`src/hdl/i2c_eeprom_byte_master_top_defines.svh`:
```
// Assertion macros used by the I2C EEPROM byte master sequencer
`ifndef I2C_EEPROM_BYTE_MASTER_TOP_DEFINES_SVH
`define I2C_EEPROM_BYTE_MASTER_TOP_DEFINES_SVH

`ifndef ASSERT_OFF
// Concurrent property check, sampled on clk_i, disabled in reset
`define I2CEBM_ASSERT(label, prop) \
  label: assert property (@(posedge clk_i) disable iff (!rst_ni) (prop)) \
    else $error("i2cebm assertion failed");
// Next-cycle implication check
`define I2CEBM_ASSERT_NEXT(label, ante, cons) \
  label: assert property (@(posedge clk_i) disable iff (!rst_ni) (ante) |=> (cons)) \
    else $error("i2cebm assertion failed");
`else
`define I2CEBM_ASSERT(label, prop)
`define I2CEBM_ASSERT_NEXT(label, ante, cons)
`endif

`endif

```
`src/hdl/i2cebm_pkg.sv`:
```
// Shared types and constants of the I2C EEPROM byte master
package i2cebm_pkg;

  localparam int unsigned CFG_IDX_W  = 2;
  localparam int unsigned CFG_DATA_W = 16;

  // Configuration register indexes
  typedef enum logic [CFG_IDX_W-1:0] {
    REG_DEVICE_ADDRESS = 2'd0,
    REG_PHASE_TICKS    = 2'd1
  } cfg_reg_e;

  // Request kinds carried by each tick
  typedef enum logic [1:0] {
    KIND_TICK  = 2'd0,
    KIND_WRITE = 2'd1,
    KIND_READ  = 2'd2
  } kind_e;

  localparam logic [6:0]  DEV_ADDR_RESET    = 7'd80;
  localparam logic [15:0] PHASE_TICKS_RESET = 16'd1;

  // One input tick
  typedef struct packed {
    logic [1:0] kind;
    logic [7:0] mem_addr;
    logic [7:0] write_data;
    logic       sda_in;
  } item_t;

  // One result per tick
  typedef struct packed {
    logic       scl_level;
    logic       sda_pull_low;
    logic       busy_res;
    logic       done_res;
    logic       ack_error;
    logic [7:0] read_byte;
  } res_t;

endpackage

```
`src/hdl/i2cebm_if.sv`:
```
// Handshake interfaces for tick input, result output and configuration writes
interface i2cebm_in_if;
  logic       valid;
  logic       ready;
  logic [1:0] kind;
  logic [7:0] mem_addr;
  logic [7:0] write_data;
  logic       sda_in;

  modport source (output valid, kind, mem_addr, write_data, sda_in, input ready);
  modport sink   (input valid, kind, mem_addr, write_data, sda_in, output ready);
endinterface

interface i2cebm_out_if;
  logic       valid;
  logic       ready;
  logic       scl_level;
  logic       sda_pull_low;
  logic       busy_res;
  logic       done_res;
  logic       ack_error;
  logic [7:0] read_byte;

  modport source (output valid, scl_level, sda_pull_low, busy_res, done_res, ack_error,
                  read_byte, input ready);
  modport sink   (input valid, scl_level, sda_pull_low, busy_res, done_res, ack_error,
                  read_byte, output ready);
endinterface

interface i2cebm_cfg_if;
  logic        valid;
  logic        ready;
  logic [1:0]  index;
  logic [15:0] data;

  modport source (output valid, index, data, input ready);
  modport sink   (input valid, index, data, output ready);
endinterface

```
`src/hdl/i2cebm_seq.sv`:
```
// Bus sequencer: state registers, configuration registers and per-tick result logic
`include "i2c_eeprom_byte_master_top_defines.svh"

module i2cebm_seq (
  input  logic                clk_i,
  input  logic                rst_ni,
  input  logic                accept_i,
  input  i2cebm_pkg::item_t   item_i,
  i2cebm_cfg_if.sink          cfg_i,
  output i2cebm_pkg::res_t    res_o
);
  import i2cebm_pkg::*;

  // Bus phase codes
  localparam logic [3:0] ST_IDLE = 4'd0;
  localparam logic [3:0] ST_SA   = 4'd1;
  localparam logic [3:0] ST_SB   = 4'd2;
  localparam logic [3:0] ST_SC   = 4'd3;
  localparam logic [3:0] ST_RS   = 4'd4;
  localparam logic [3:0] ST_TXL  = 4'd5;
  localparam logic [3:0] ST_TXH  = 4'd6;
  localparam logic [3:0] ST_AKL  = 4'd7;
  localparam logic [3:0] ST_AKH  = 4'd8;
  localparam logic [3:0] ST_RXL  = 4'd9;
  localparam logic [3:0] ST_RXH  = 4'd10;
  localparam logic [3:0] ST_NKL  = 4'd11;
  localparam logic [3:0] ST_NKH  = 4'd12;
  localparam logic [3:0] ST_PA   = 4'd13;
  localparam logic [3:0] ST_PB   = 4'd14;
  localparam logic [3:0] ST_PC   = 4'd15;

  localparam logic [1:0] STG_DEV  = 2'd0;
  localparam logic [1:0] STG_ADDR = 2'd1;
  localparam logic [1:0] STG_DATA = 2'd2;

  logic [6:0]  dev_addr_q;
  logic [15:0] phase_ticks_q;

  logic [3:0]  state_q, state_d;
  logic [3:0]  bit_q, bit_d;
  logic [7:0]  shift_q, shift_d;
  logic [15:0] phase_q, phase_d;
  logic [7:0]  addr_q, addr_d;
  logic [7:0]  data_q, data_d;
  logic        rd_q, rd_d;
  logic [7:0]  last_q, last_d;
  logic [1:0]  stage_q, stage_d;
  logic        nack_q, nack_d;

  logic        start;
  logic [3:0]  cur;
  logic [3:0]  bit_e;
  logic [3:0]  bit_inc;
  logic [15:0] phase_e;
  logic [1:0]  stage_e;
  logic        nack_e;
  logic [15:0] len;
  logic        phase_end;
  logic        tx_bit_n;
  res_t        res;

  // Configuration writes, always accepted
  assign cfg_i.ready = 1'b1;

  always_ff @(posedge clk_i or negedge rst_ni) begin
    if (!rst_ni) begin
      dev_addr_q    <= DEV_ADDR_RESET;
      phase_ticks_q <= PHASE_TICKS_RESET;
    end else if (cfg_i.valid) begin
      unique case (cfg_i.index)
        REG_DEVICE_ADDRESS: dev_addr_q    <= cfg_i.data[6:0];
        REG_PHASE_TICKS:    phase_ticks_q <= cfg_i.data;
        default: ;
      endcase
    end
  end

  // A request in idle starts the transaction on this same tick
  assign start   = (state_q == ST_IDLE) &&
                   (item_i.kind == KIND_WRITE || item_i.kind == KIND_READ);
  assign cur     = start ? ST_SA : state_q;
  assign bit_e   = start ? 4'd0 : bit_q;
  assign phase_e = start ? 16'd0 : phase_q;
  assign stage_e = start ? STG_DEV : stage_q;
  assign nack_e  = start ? 1'b0 : nack_q;
  assign bit_inc = bit_e + 4'd1;
  assign len     = (phase_ticks_q == 16'd0) ? 16'd1 : phase_ticks_q;
  assign phase_end = (({1'b0, phase_e} + 17'd1) >= {1'b0, len});
  assign tx_bit_n  = ~shift_q[7];

  // Line levels, busy/done/ack results and phase transitions
  always_comb begin
    state_d = cur;
    bit_d   = bit_e;
    shift_d = shift_q;
    phase_d = phase_e;
    addr_d  = start ? item_i.mem_addr : addr_q;
    data_d  = start ? item_i.write_data : data_q;
    rd_d    = start ? (item_i.kind == KIND_READ) : rd_q;
    last_d  = last_q;
    stage_d = stage_e;
    nack_d  = nack_e;
    res     = '0;
    res.scl_level = 1'b1;

    if (cur != ST_IDLE) begin
      res.busy_res = 1'b1;
      unique case (cur)
        ST_SA:  begin res.scl_level = 1'b1; res.sda_pull_low = 1'b0;     end
        ST_SB:  begin res.scl_level = 1'b1; res.sda_pull_low = 1'b1;     end
        ST_SC:  begin res.scl_level = 1'b0; res.sda_pull_low = 1'b1;     end
        ST_TXL: begin res.scl_level = 1'b0; res.sda_pull_low = tx_bit_n; end
        ST_TXH: begin res.scl_level = 1'b1; res.sda_pull_low = tx_bit_n; end
        ST_AKH, ST_RXH, ST_NKH: begin
          res.scl_level = 1'b1; res.sda_pull_low = 1'b0;
        end
        ST_PA:  begin res.scl_level = 1'b0; res.sda_pull_low = 1'b1;     end
        ST_PB:  begin res.scl_level = 1'b1; res.sda_pull_low = 1'b1;     end
        ST_PC:  begin res.scl_level = 1'b1; res.sda_pull_low = 1'b0;     end
        default: begin res.scl_level = 1'b0; res.sda_pull_low = 1'b0;    end
      endcase

      if (phase_end) begin
        phase_d = 16'd0;
        unique case (cur)
          ST_SA: state_d = ST_SB;
          ST_SB: state_d = ST_SC;
          ST_SC: begin
            shift_d = {dev_addr_q, (stage_e == STG_DATA)};
            bit_d   = 4'd0;
            state_d = ST_TXL;
          end
          ST_RS:  state_d = ST_SA;
          ST_TXL: state_d = ST_TXH;
          ST_TXH: begin
            shift_d = {shift_q[6:0], 1'b0};
            bit_d   = bit_inc;
            state_d = (bit_inc >= 4'd8) ? ST_AKL : ST_TXL;
          end
          ST_AKL: state_d = ST_AKH;
          ST_AKH: begin
            if (item_i.sda_in) begin
              nack_d  = 1'b1;
              state_d = ST_PA;
            end else if (stage_e == STG_DEV) begin
              stage_d = STG_ADDR;
              shift_d = addr_d;
              bit_d   = 4'd0;
              state_d = ST_TXL;
            end else if (stage_e == STG_ADDR) begin
              stage_d = STG_DATA;
              if (rd_d) begin
                state_d = ST_RS;
              end else begin
                shift_d = data_d;
                bit_d   = 4'd0;
                state_d = ST_TXL;
              end
            end else if (rd_d) begin
              shift_d = 8'd0;
              bit_d   = 4'd0;
              state_d = ST_RXL;
            end else begin
              state_d = ST_PA;
            end
          end
          ST_RXL: state_d = ST_RXH;
          ST_RXH: begin
            shift_d = {shift_q[6:0], item_i.sda_in};
            bit_d   = bit_inc;
            if (bit_inc >= 4'd8) begin
              last_d  = {shift_q[6:0], item_i.sda_in};
              state_d = ST_NKL;
            end else begin
              state_d = ST_RXL;
            end
          end
          ST_NKL: state_d = ST_NKH;
          ST_NKH: state_d = ST_PA;
          ST_PA:  state_d = ST_PB;
          ST_PB:  state_d = ST_PC;
          ST_PC: begin
            state_d       = ST_IDLE;
            res.done_res  = 1'b1;
            res.ack_error = nack_e;
          end
          default: state_d = ST_IDLE;
        endcase
      end else begin
        phase_d = phase_e + 16'd1;
      end
    end
    res.read_byte = last_d;
  end

  assign res_o = res;

  // State advances once per accepted tick
  always_ff @(posedge clk_i or negedge rst_ni) begin
    if (!rst_ni) begin
      state_q <= ST_IDLE;
      bit_q   <= 4'd0;
      shift_q <= 8'd0;
      phase_q <= 16'd0;
      addr_q  <= 8'd0;
      data_q  <= 8'd0;
      rd_q    <= 1'b0;
      last_q  <= 8'd0;
      stage_q <= STG_DEV;
      nack_q  <= 1'b0;
    end else if (accept_i) begin
      state_q <= state_d;
      bit_q   <= bit_d;
      shift_q <= shift_d;
      phase_q <= phase_d;
      addr_q  <= addr_d;
      data_q  <= data_d;
      rd_q    <= rd_d;
      last_q  <= last_d;
      stage_q <= stage_d;
      nack_q  <= nack_d;
    end
  end

  // Checks
  `I2CEBM_ASSERT(a_err_only_with_done, !res.ack_error || res.done_res)
  `I2CEBM_ASSERT_NEXT(a_done_returns_idle, accept_i && res.done_res, state_q == ST_IDLE)
  `I2CEBM_ASSERT(a_bit_count_bounded, bit_q <= 4'd8)
  `I2CEBM_ASSERT_NEXT(a_start_leaves_idle, accept_i && start && !res.done_res,
                      state_q != ST_IDLE)

endmodule

```
`src/hdl/i2cebm_out_reg.sv`:
```
// Result register between the sequencer and the output channel
module i2cebm_out_reg (
  input  logic              clk_i,
  input  logic              rst_ni,
  input  logic              load_i,
  input  i2cebm_pkg::res_t  res_i,
  output logic              ready_o,
  i2cebm_out_if.source      out_o
);
  import i2cebm_pkg::*;

  logic valid_q;
  res_t data_q;

  // Room for a new result when empty or when the held one leaves now
  assign ready_o = !valid_q || out_o.ready;

  always_ff @(posedge clk_i or negedge rst_ni) begin
    if (!rst_ni) begin
      valid_q <= 1'b0;
    end else if (ready_o) begin
      valid_q <= load_i;
    end
  end

  always_ff @(posedge clk_i) begin
    if (load_i && ready_o) begin
      data_q <= res_i;
    end
  end

  assign out_o.valid        = valid_q;
  assign out_o.scl_level    = data_q.scl_level;
  assign out_o.sda_pull_low = data_q.sda_pull_low;
  assign out_o.busy_res     = data_q.busy_res;
  assign out_o.done_res     = data_q.done_res;
  assign out_o.ack_error    = data_q.ack_error;
  assign out_o.read_byte    = data_q.read_byte;

endmodule

```
`src/hdl/i2c_eeprom_byte_master_top.sv`:
```
// Top level of the I2C EEPROM byte master: one tick in, one bus result out
// A tick's result is registered and is valid in the cycle after the tick is accepted.
// Throughput: one tick per cycle while out_o.ready holds; the result register frees as it is taken.
// The sequencer state and line levels advance once per accepted tick.
// Reset (rst_ni low, asynchronous): bus idle, registers at device 80, one tick per phase.
// No clearing pass; ticks are accepted from the first cycle after reset.
module i2c_eeprom_byte_master_top (
  input  logic          clk_i,
  input  logic          rst_ni,
  i2cebm_in_if.sink     in_i,
  i2cebm_cfg_if.sink    cfg_i,
  i2cebm_out_if.source  out_o
);
  import i2cebm_pkg::*;

  logic  accept;
  logic  ready;
  item_t item;
  res_t  res;

  // Input transaction completes when the result register has room
  assign in_i.ready = ready;
  assign accept     = in_i.valid && ready;

  assign item.kind       = in_i.kind;
  assign item.mem_addr   = in_i.mem_addr;
  assign item.write_data = in_i.write_data;
  assign item.sda_in     = in_i.sda_in;

  i2cebm_seq u_seq (
    .clk_i    (clk_i),
    .rst_ni   (rst_ni),
    .accept_i (accept),
    .item_i   (item),
    .cfg_i    (cfg_i),
    .res_o    (res)
  );

  i2cebm_out_reg u_out_reg (
    .clk_i   (clk_i),
    .rst_ni  (rst_ni),
    .load_i  (accept),
    .res_i   (res),
    .ready_o (ready),
    .out_o   (out_o)
  );

endmodule
```
`src/flat_wrapper.sv`:
```
// flat-port wrapper written by rule: the top's interface ports become plain ports
module i2c_eeprom_byte_master_top_flat import i2cebm_pkg::*;
  (clk_i, rst_ni, in_i_valid, in_i_kind, in_i_mem_addr, in_i_write_data, in_i_sda_in, in_i_ready, cfg_i_valid, cfg_i_index, cfg_i_data, cfg_i_ready, out_o_valid, out_o_scl_level, out_o_sda_pull_low, out_o_busy_res, out_o_done_res, out_o_ack_error, out_o_read_byte, out_o_ready);
  i2cebm_in_if in_i_i ();
  i2cebm_cfg_if cfg_i_i ();
  i2cebm_out_if out_o_i ();
  input  logic clk_i;
  input  logic rst_ni;
  input wire logic [$bits(in_i_i.valid)-1:0] in_i_valid;
  input wire logic [$bits(in_i_i.kind)-1:0] in_i_kind;
  input wire logic [$bits(in_i_i.mem_addr)-1:0] in_i_mem_addr;
  input wire logic [$bits(in_i_i.write_data)-1:0] in_i_write_data;
  input wire logic [$bits(in_i_i.sda_in)-1:0] in_i_sda_in;
  output wire logic [$bits(in_i_i.ready)-1:0] in_i_ready;
  input wire logic [$bits(cfg_i_i.valid)-1:0] cfg_i_valid;
  input wire logic [$bits(cfg_i_i.index)-1:0] cfg_i_index;
  input wire logic [$bits(cfg_i_i.data)-1:0] cfg_i_data;
  output wire logic [$bits(cfg_i_i.ready)-1:0] cfg_i_ready;
  output wire logic [$bits(out_o_i.valid)-1:0] out_o_valid;
  output wire logic [$bits(out_o_i.scl_level)-1:0] out_o_scl_level;
  output wire logic [$bits(out_o_i.sda_pull_low)-1:0] out_o_sda_pull_low;
  output wire logic [$bits(out_o_i.busy_res)-1:0] out_o_busy_res;
  output wire logic [$bits(out_o_i.done_res)-1:0] out_o_done_res;
  output wire logic [$bits(out_o_i.ack_error)-1:0] out_o_ack_error;
  output wire logic [$bits(out_o_i.read_byte)-1:0] out_o_read_byte;
  input wire logic [$bits(out_o_i.ready)-1:0] out_o_ready;
  assign in_i_i.valid = in_i_valid;
  assign in_i_i.kind = in_i_kind;
  assign in_i_i.mem_addr = in_i_mem_addr;
  assign in_i_i.write_data = in_i_write_data;
  assign in_i_i.sda_in = in_i_sda_in;
  assign in_i_ready = in_i_i.ready;
  assign cfg_i_i.valid = cfg_i_valid;
  assign cfg_i_i.index = cfg_i_index;
  assign cfg_i_i.data = cfg_i_data;
  assign cfg_i_ready = cfg_i_i.ready;
  assign out_o_valid = out_o_i.valid;
  assign out_o_scl_level = out_o_i.scl_level;
  assign out_o_sda_pull_low = out_o_i.sda_pull_low;
  assign out_o_busy_res = out_o_i.busy_res;
  assign out_o_done_res = out_o_i.done_res;
  assign out_o_ack_error = out_o_i.ack_error;
  assign out_o_read_byte = out_o_i.read_byte;
  assign out_o_i.ready = out_o_ready;
  i2c_eeprom_byte_master_top u_core (.clk_i(clk_i), .rst_ni(rst_ni), .in_i(in_i_i), .cfg_i(cfg_i_i), .out_o(out_o_i));
endmodule
```
`config.mk`:
```
export PLATFORM = sky130hd
export DESIGN_NAME = i2c_eeprom_byte_master_top_flat
export DESIGN_NICKNAME = d
export VERILOG_FILES = /design/src/hdl/i2cebm_pkg.sv /design/src/hdl/i2cebm_if.sv /design/src/hdl/i2cebm_seq.sv /design/src/hdl/i2cebm_out_reg.sv /design/src/hdl/i2c_eeprom_byte_master_top.sv /design/src/flat_wrapper.sv
export VERILOG_INCLUDE_DIRS = /design/src /design/src/hdl
export SDC_FILE = /design/constraint.sdc
export NUM_CORES = 1
export LEC_CHECK = 0
export ABC_CLOCK_PERIOD_IN_PS = 9350
export BUFFER_PORTS_ARGS = -buffer_cell sky130_fd_sc_hd__buf_2
export CORE_UTILIZATION = 47
export DETAILED_ROUTE_END_ITERATION = 16
export PLACE_DENSITY = 0.67
export SLEW_MARGIN = 20
export SYNTH_ARGS = -nofsm -noshare
export SYNTH_HDL_FRONTEND = slang
export SYNTH_SLANG_ARGS = --single-unit
export TNS_END_PERCENT = 20
```
`constraint.sdc`:
```
create_clock -name clk_i -period 9.35 [get_ports clk_i]
set_clock_uncertainty 0.1 [all_clocks]
set_input_delay 0.4675 -clock clk_i [delete_from_list [all_inputs] [get_ports clk_i]]
set_output_delay 0.4675 -clock clk_i [all_outputs]
set_load 0.02 [all_outputs]
```
==> impl_metrics.env <==
export IMPL_status="finished clean"
export IMPL_path_class="reg2reg"
export IMPL_netlist_area_mm2=0.005433
export IMPL_power_density_mw_per_mm2=248.9
export IMPL_first_pass_iters=4
export IMPL_yosysTopAreaCellShare_pct=37.31
export IMPL_htreeDepth=3
export IMPL_r2r_start="u_core.u_seq.state_q[0]$_DFFE_PN0P_"
export IMPL_num_antenna_cells=0
export IMPL_yosys_register_bits=97
export IMPL_synth_edf_count=13
export IMPL_regArea_mm2=0.002496
export IMPL_fin_util_pct=55.29
export IMPL_grt_max_degree=85
export IMPL_clk_latency_ns=0.35
export IMPL_ys_seq_area_share_pct=45.95
export IMPL_hold_viol_final=0
export IMPL_drive_above_1_share_pct=25.72
export IMPL_multiInputGateArea_mm2=0.002700
export IMPL_gp_congestion=0.8593
export IMPL_antenna_found_initial=0
export IMPL_drt_iter0_drc=204
export IMPL_final_setup_viol_count=0
export IMPL_slew_viol_final=0
export IMPL_drc_errors=0
export IMPL_overflow=0
export IMPL_cts_path_max_buffers=2
export IMPL_dp_hpwl_um=8696
export IMPL_drt_total_wl_um=12440
export IMPL_period_minus_slack_ns=5.320
export IMPL_worst_slew_pin_slew_ns=0.9526
export IMPL_cts_tree="yes"
export IMPL_rsz0062_at_grt="no"
export IMPL_post_cts_buffers=0
export IMPL_num_nets_final=651
export IMPL_syn_nets=610
export IMPL_min_path_type="in2async"
export IMPL_holdBufCountCts=0
export IMPL_clk_pin_slew_ns=0.07
export IMPL_vias=4214
export IMPL_max_slew_margin_rel_pct=36.36
export IMPL_fmax_mhz=188.0
export IMPL_grt_util_all_layers_pct=22.85
export IMPL_cts_sinks=97
export IMPL_cts_buffers=9
export IMPL_yosysMostFrequentCell="nand2_1"
export IMPL_avgSynthCellArea_um2=9.968
export IMPL_end_kind="register"
export IMPL_power_leakage_nw=2.772
export IMPL_portBuffers=56
export IMPL_syn_to_final_growth_pct=12.25
export IMPL_vdd_drop_max_mv=0.1297
export IMPL_core_rowCount=38
export IMPL_crit_start="u_core.u_seq.state_q[0]$_DFFE_PN0P_"
export IMPL_cp_required_ns=9.36
export IMPL_critPathMaxFanout=19
export IMPL_cp_start_kind="register"
export IMPL_die_h_um=109.5
export IMPL_synth_warnings=0
export IMPL_syn_instance_count=545
export IMPL_antenna_left=0
export IMPL_setup_tns_ns=0
export IMPL_synth_cell_types=62
export IMPL_fill_cells=981
export IMPL_reg2reg_setup_slack_ns=4.03
export IMPL_grt_pass1_wl_um=20850
export IMPL_max_cap_viol_count=0
export IMPL_ys_top_cells_by_area="dfrtp_1 (37%), mux2_2 (13%), edfxtp_1 (7.2%)"
export IMPL_yosys_top_cells_count="nand2_1 (83), dfrtp_1 (81), mux2_2 (64), a21oi_1 (35), nor2_1 (28)"
export IMPL_synth_largest_area_cell="dfrtp_1"
export IMPL_die_w_um=109.5
export IMPL_io_pins=58
export IMPL_finalCritPeriodShare_pct=56.90
export IMPL_wl_per_cell_um=17.02
export IMPL_synth_flop_cell="dfrtp_1"
export IMPL_grt_pass1_vias=4245
export IMPL_cts_root_buf="clkbuf_16"
export IMPL_core_area_mm2=0.01103
export IMPL_detail_route_vias_per_cell=5.765
export IMPL_start_util_pct=49.25
export IMPL_ys_async_sr_fraction_pct=86.60
export IMPL_worstPathArrival_ns=5.33
export IMPL_post_cts_resized=0
export IMPL_die_area_mm2=0.01199
## kinds of logic after synthesis
kind of cell             share of synthesized area [%]
AND/OR/NAND/NOR                                  15.87
multiplexers                                     13.45
adder cells (fa/ha/maj)                          5.297
other                                          0.06903
AO/OA/AOI/OAI                                    12.92
flip-flops                                       45.95
buffers and inverters                            4.353
XOR/XNOR                                         2.096
## layout by cell type, fill, tap and decap left out, drive strengths merged, types with 2 or more instances in the layout
cell,instances
or3,3
a21oi,36
o221ai,2
a21o,2
o31ai,6
buf,60
o41ai,4
nor4,7
ha,23
and3,3
a31o,2
o21a,2
a22oi,7
xnor2,8
nand3,19
nor3,6
dfstp,3
or2,2
a211oi,4
a22o,5
or4,2
inv,28
xor2,5
nand4,7
o21ai,27
edfxtp,13
o311ai,2
mux2,64
nor2,28
nand3b,3
nand2,84
and2,5
clkbuf,12
dfrtp,81
nor3b,2
nand2b,4
## worst max-delay path: stages, from the launching register on
cell and delay (ns):
dfrtp_1 0.73, nor4_4 0.14, nand2_1 0.14, and2_1 0.20
ha_1 0.22, nand4_1 0.21, nor3_2 0.41, nand3_1 0.25
o21a_1 0.25, nor2_1 0.10, nor2_1 0.05, ha_1 0.31
nand3_1 0.08, or4_1 0.52, nand3_1 0.13, or2_1 0.56
nand2_2 0.30, mux2_2 0.35
## worst paths after layout
path                       cells past startpoint                                       endpoint
max reg2reg                                   17  u_core.u_out_reg.out_o.read_byte[1]$_DFFE_PP_
min                                            1     u_core.u_seq.phase_ticks_q[10]$_DFFE_PN0P_
min reg2reg                                    1                u_core.u_seq.nack_q$_DFFE_PN0P_
max                                           17  u_core.u_out_reg.out_o.read_byte[1]$_DFFE_PP_
min in group clk_i                             2       u_core.u_out_reg.out_o.valid$_DFFE_PN0N_
max in group asynchronous                      1             u_core.u_seq.addr_q[1]$_DFFE_PN0P_
## flip-flops by register name (all words and copies together), names as in the netlist, 7 cells and up
signal / cells
u_core.u_out_reg.out_o.read_byte: 8
u_core.u_seq.addr_q: 8
u_core.u_seq.data_q: 8
u_core.u_seq.dev_addr_q: 7
u_core.u_seq.last_q: 8
u_core.u_seq.phase_q: 16
u_core.u_seq.phase_ticks_q: 16
u_core.u_seq.shift_q: 8
## report_power, final
part           leakage, nW  switching [mW]  internal, mW
clock                0.148           0.165         0.225
combinational         1.43           0.284         0.210
sequential            1.19           0.103         0.531
total                 2.77           0.553         0.965
## area by class of cell
type | count | share of cell area (%)
clock buffer | 12 | 4.227
clock inverter | 4 | 0.8412
inverter | 27 | 1.662
multi-input combinational | 391 | 44.28
sequential | 97 | 40.93
tap | 140 | 2.872
timing repair buffer | 60 | 5.191
## metal layers
metal / wire, um / vias to the layer above / global-route usage [%]
met2: 5763 / 103 / 34.64
met4: 198 / 0 / 9.333
met3: 549 / 15 / 4.031
met5: 0 / - / 0
li1: - / 2023 / -
met1: 5929 / 2073 / 32.35
## metrics by stage
stage | hold WS [ns] | total power, mW | instances | worst slack [ns] | instance area [um2]
6_report | 0.06410 | 1.518 | 731 | 4.030 | 6098
5_1_grt | 0.1398 | 1.617 | 731 | 3.694 | 6098
4_1_cts | 0.2240 | 1.521 | 731 | 4.130 | 6095
3_5_place_dp | 0.3768 | 1.128 | 715 | 3.973 | 5786
3_3_place_gp | 0.3733 | 1.110 | 715 | 4.168 | 5786
2_1_floorplan | 0.07191 | 0.9933 | 545 | 4.397 | 5433
Power figures use the tool's default switching activity.
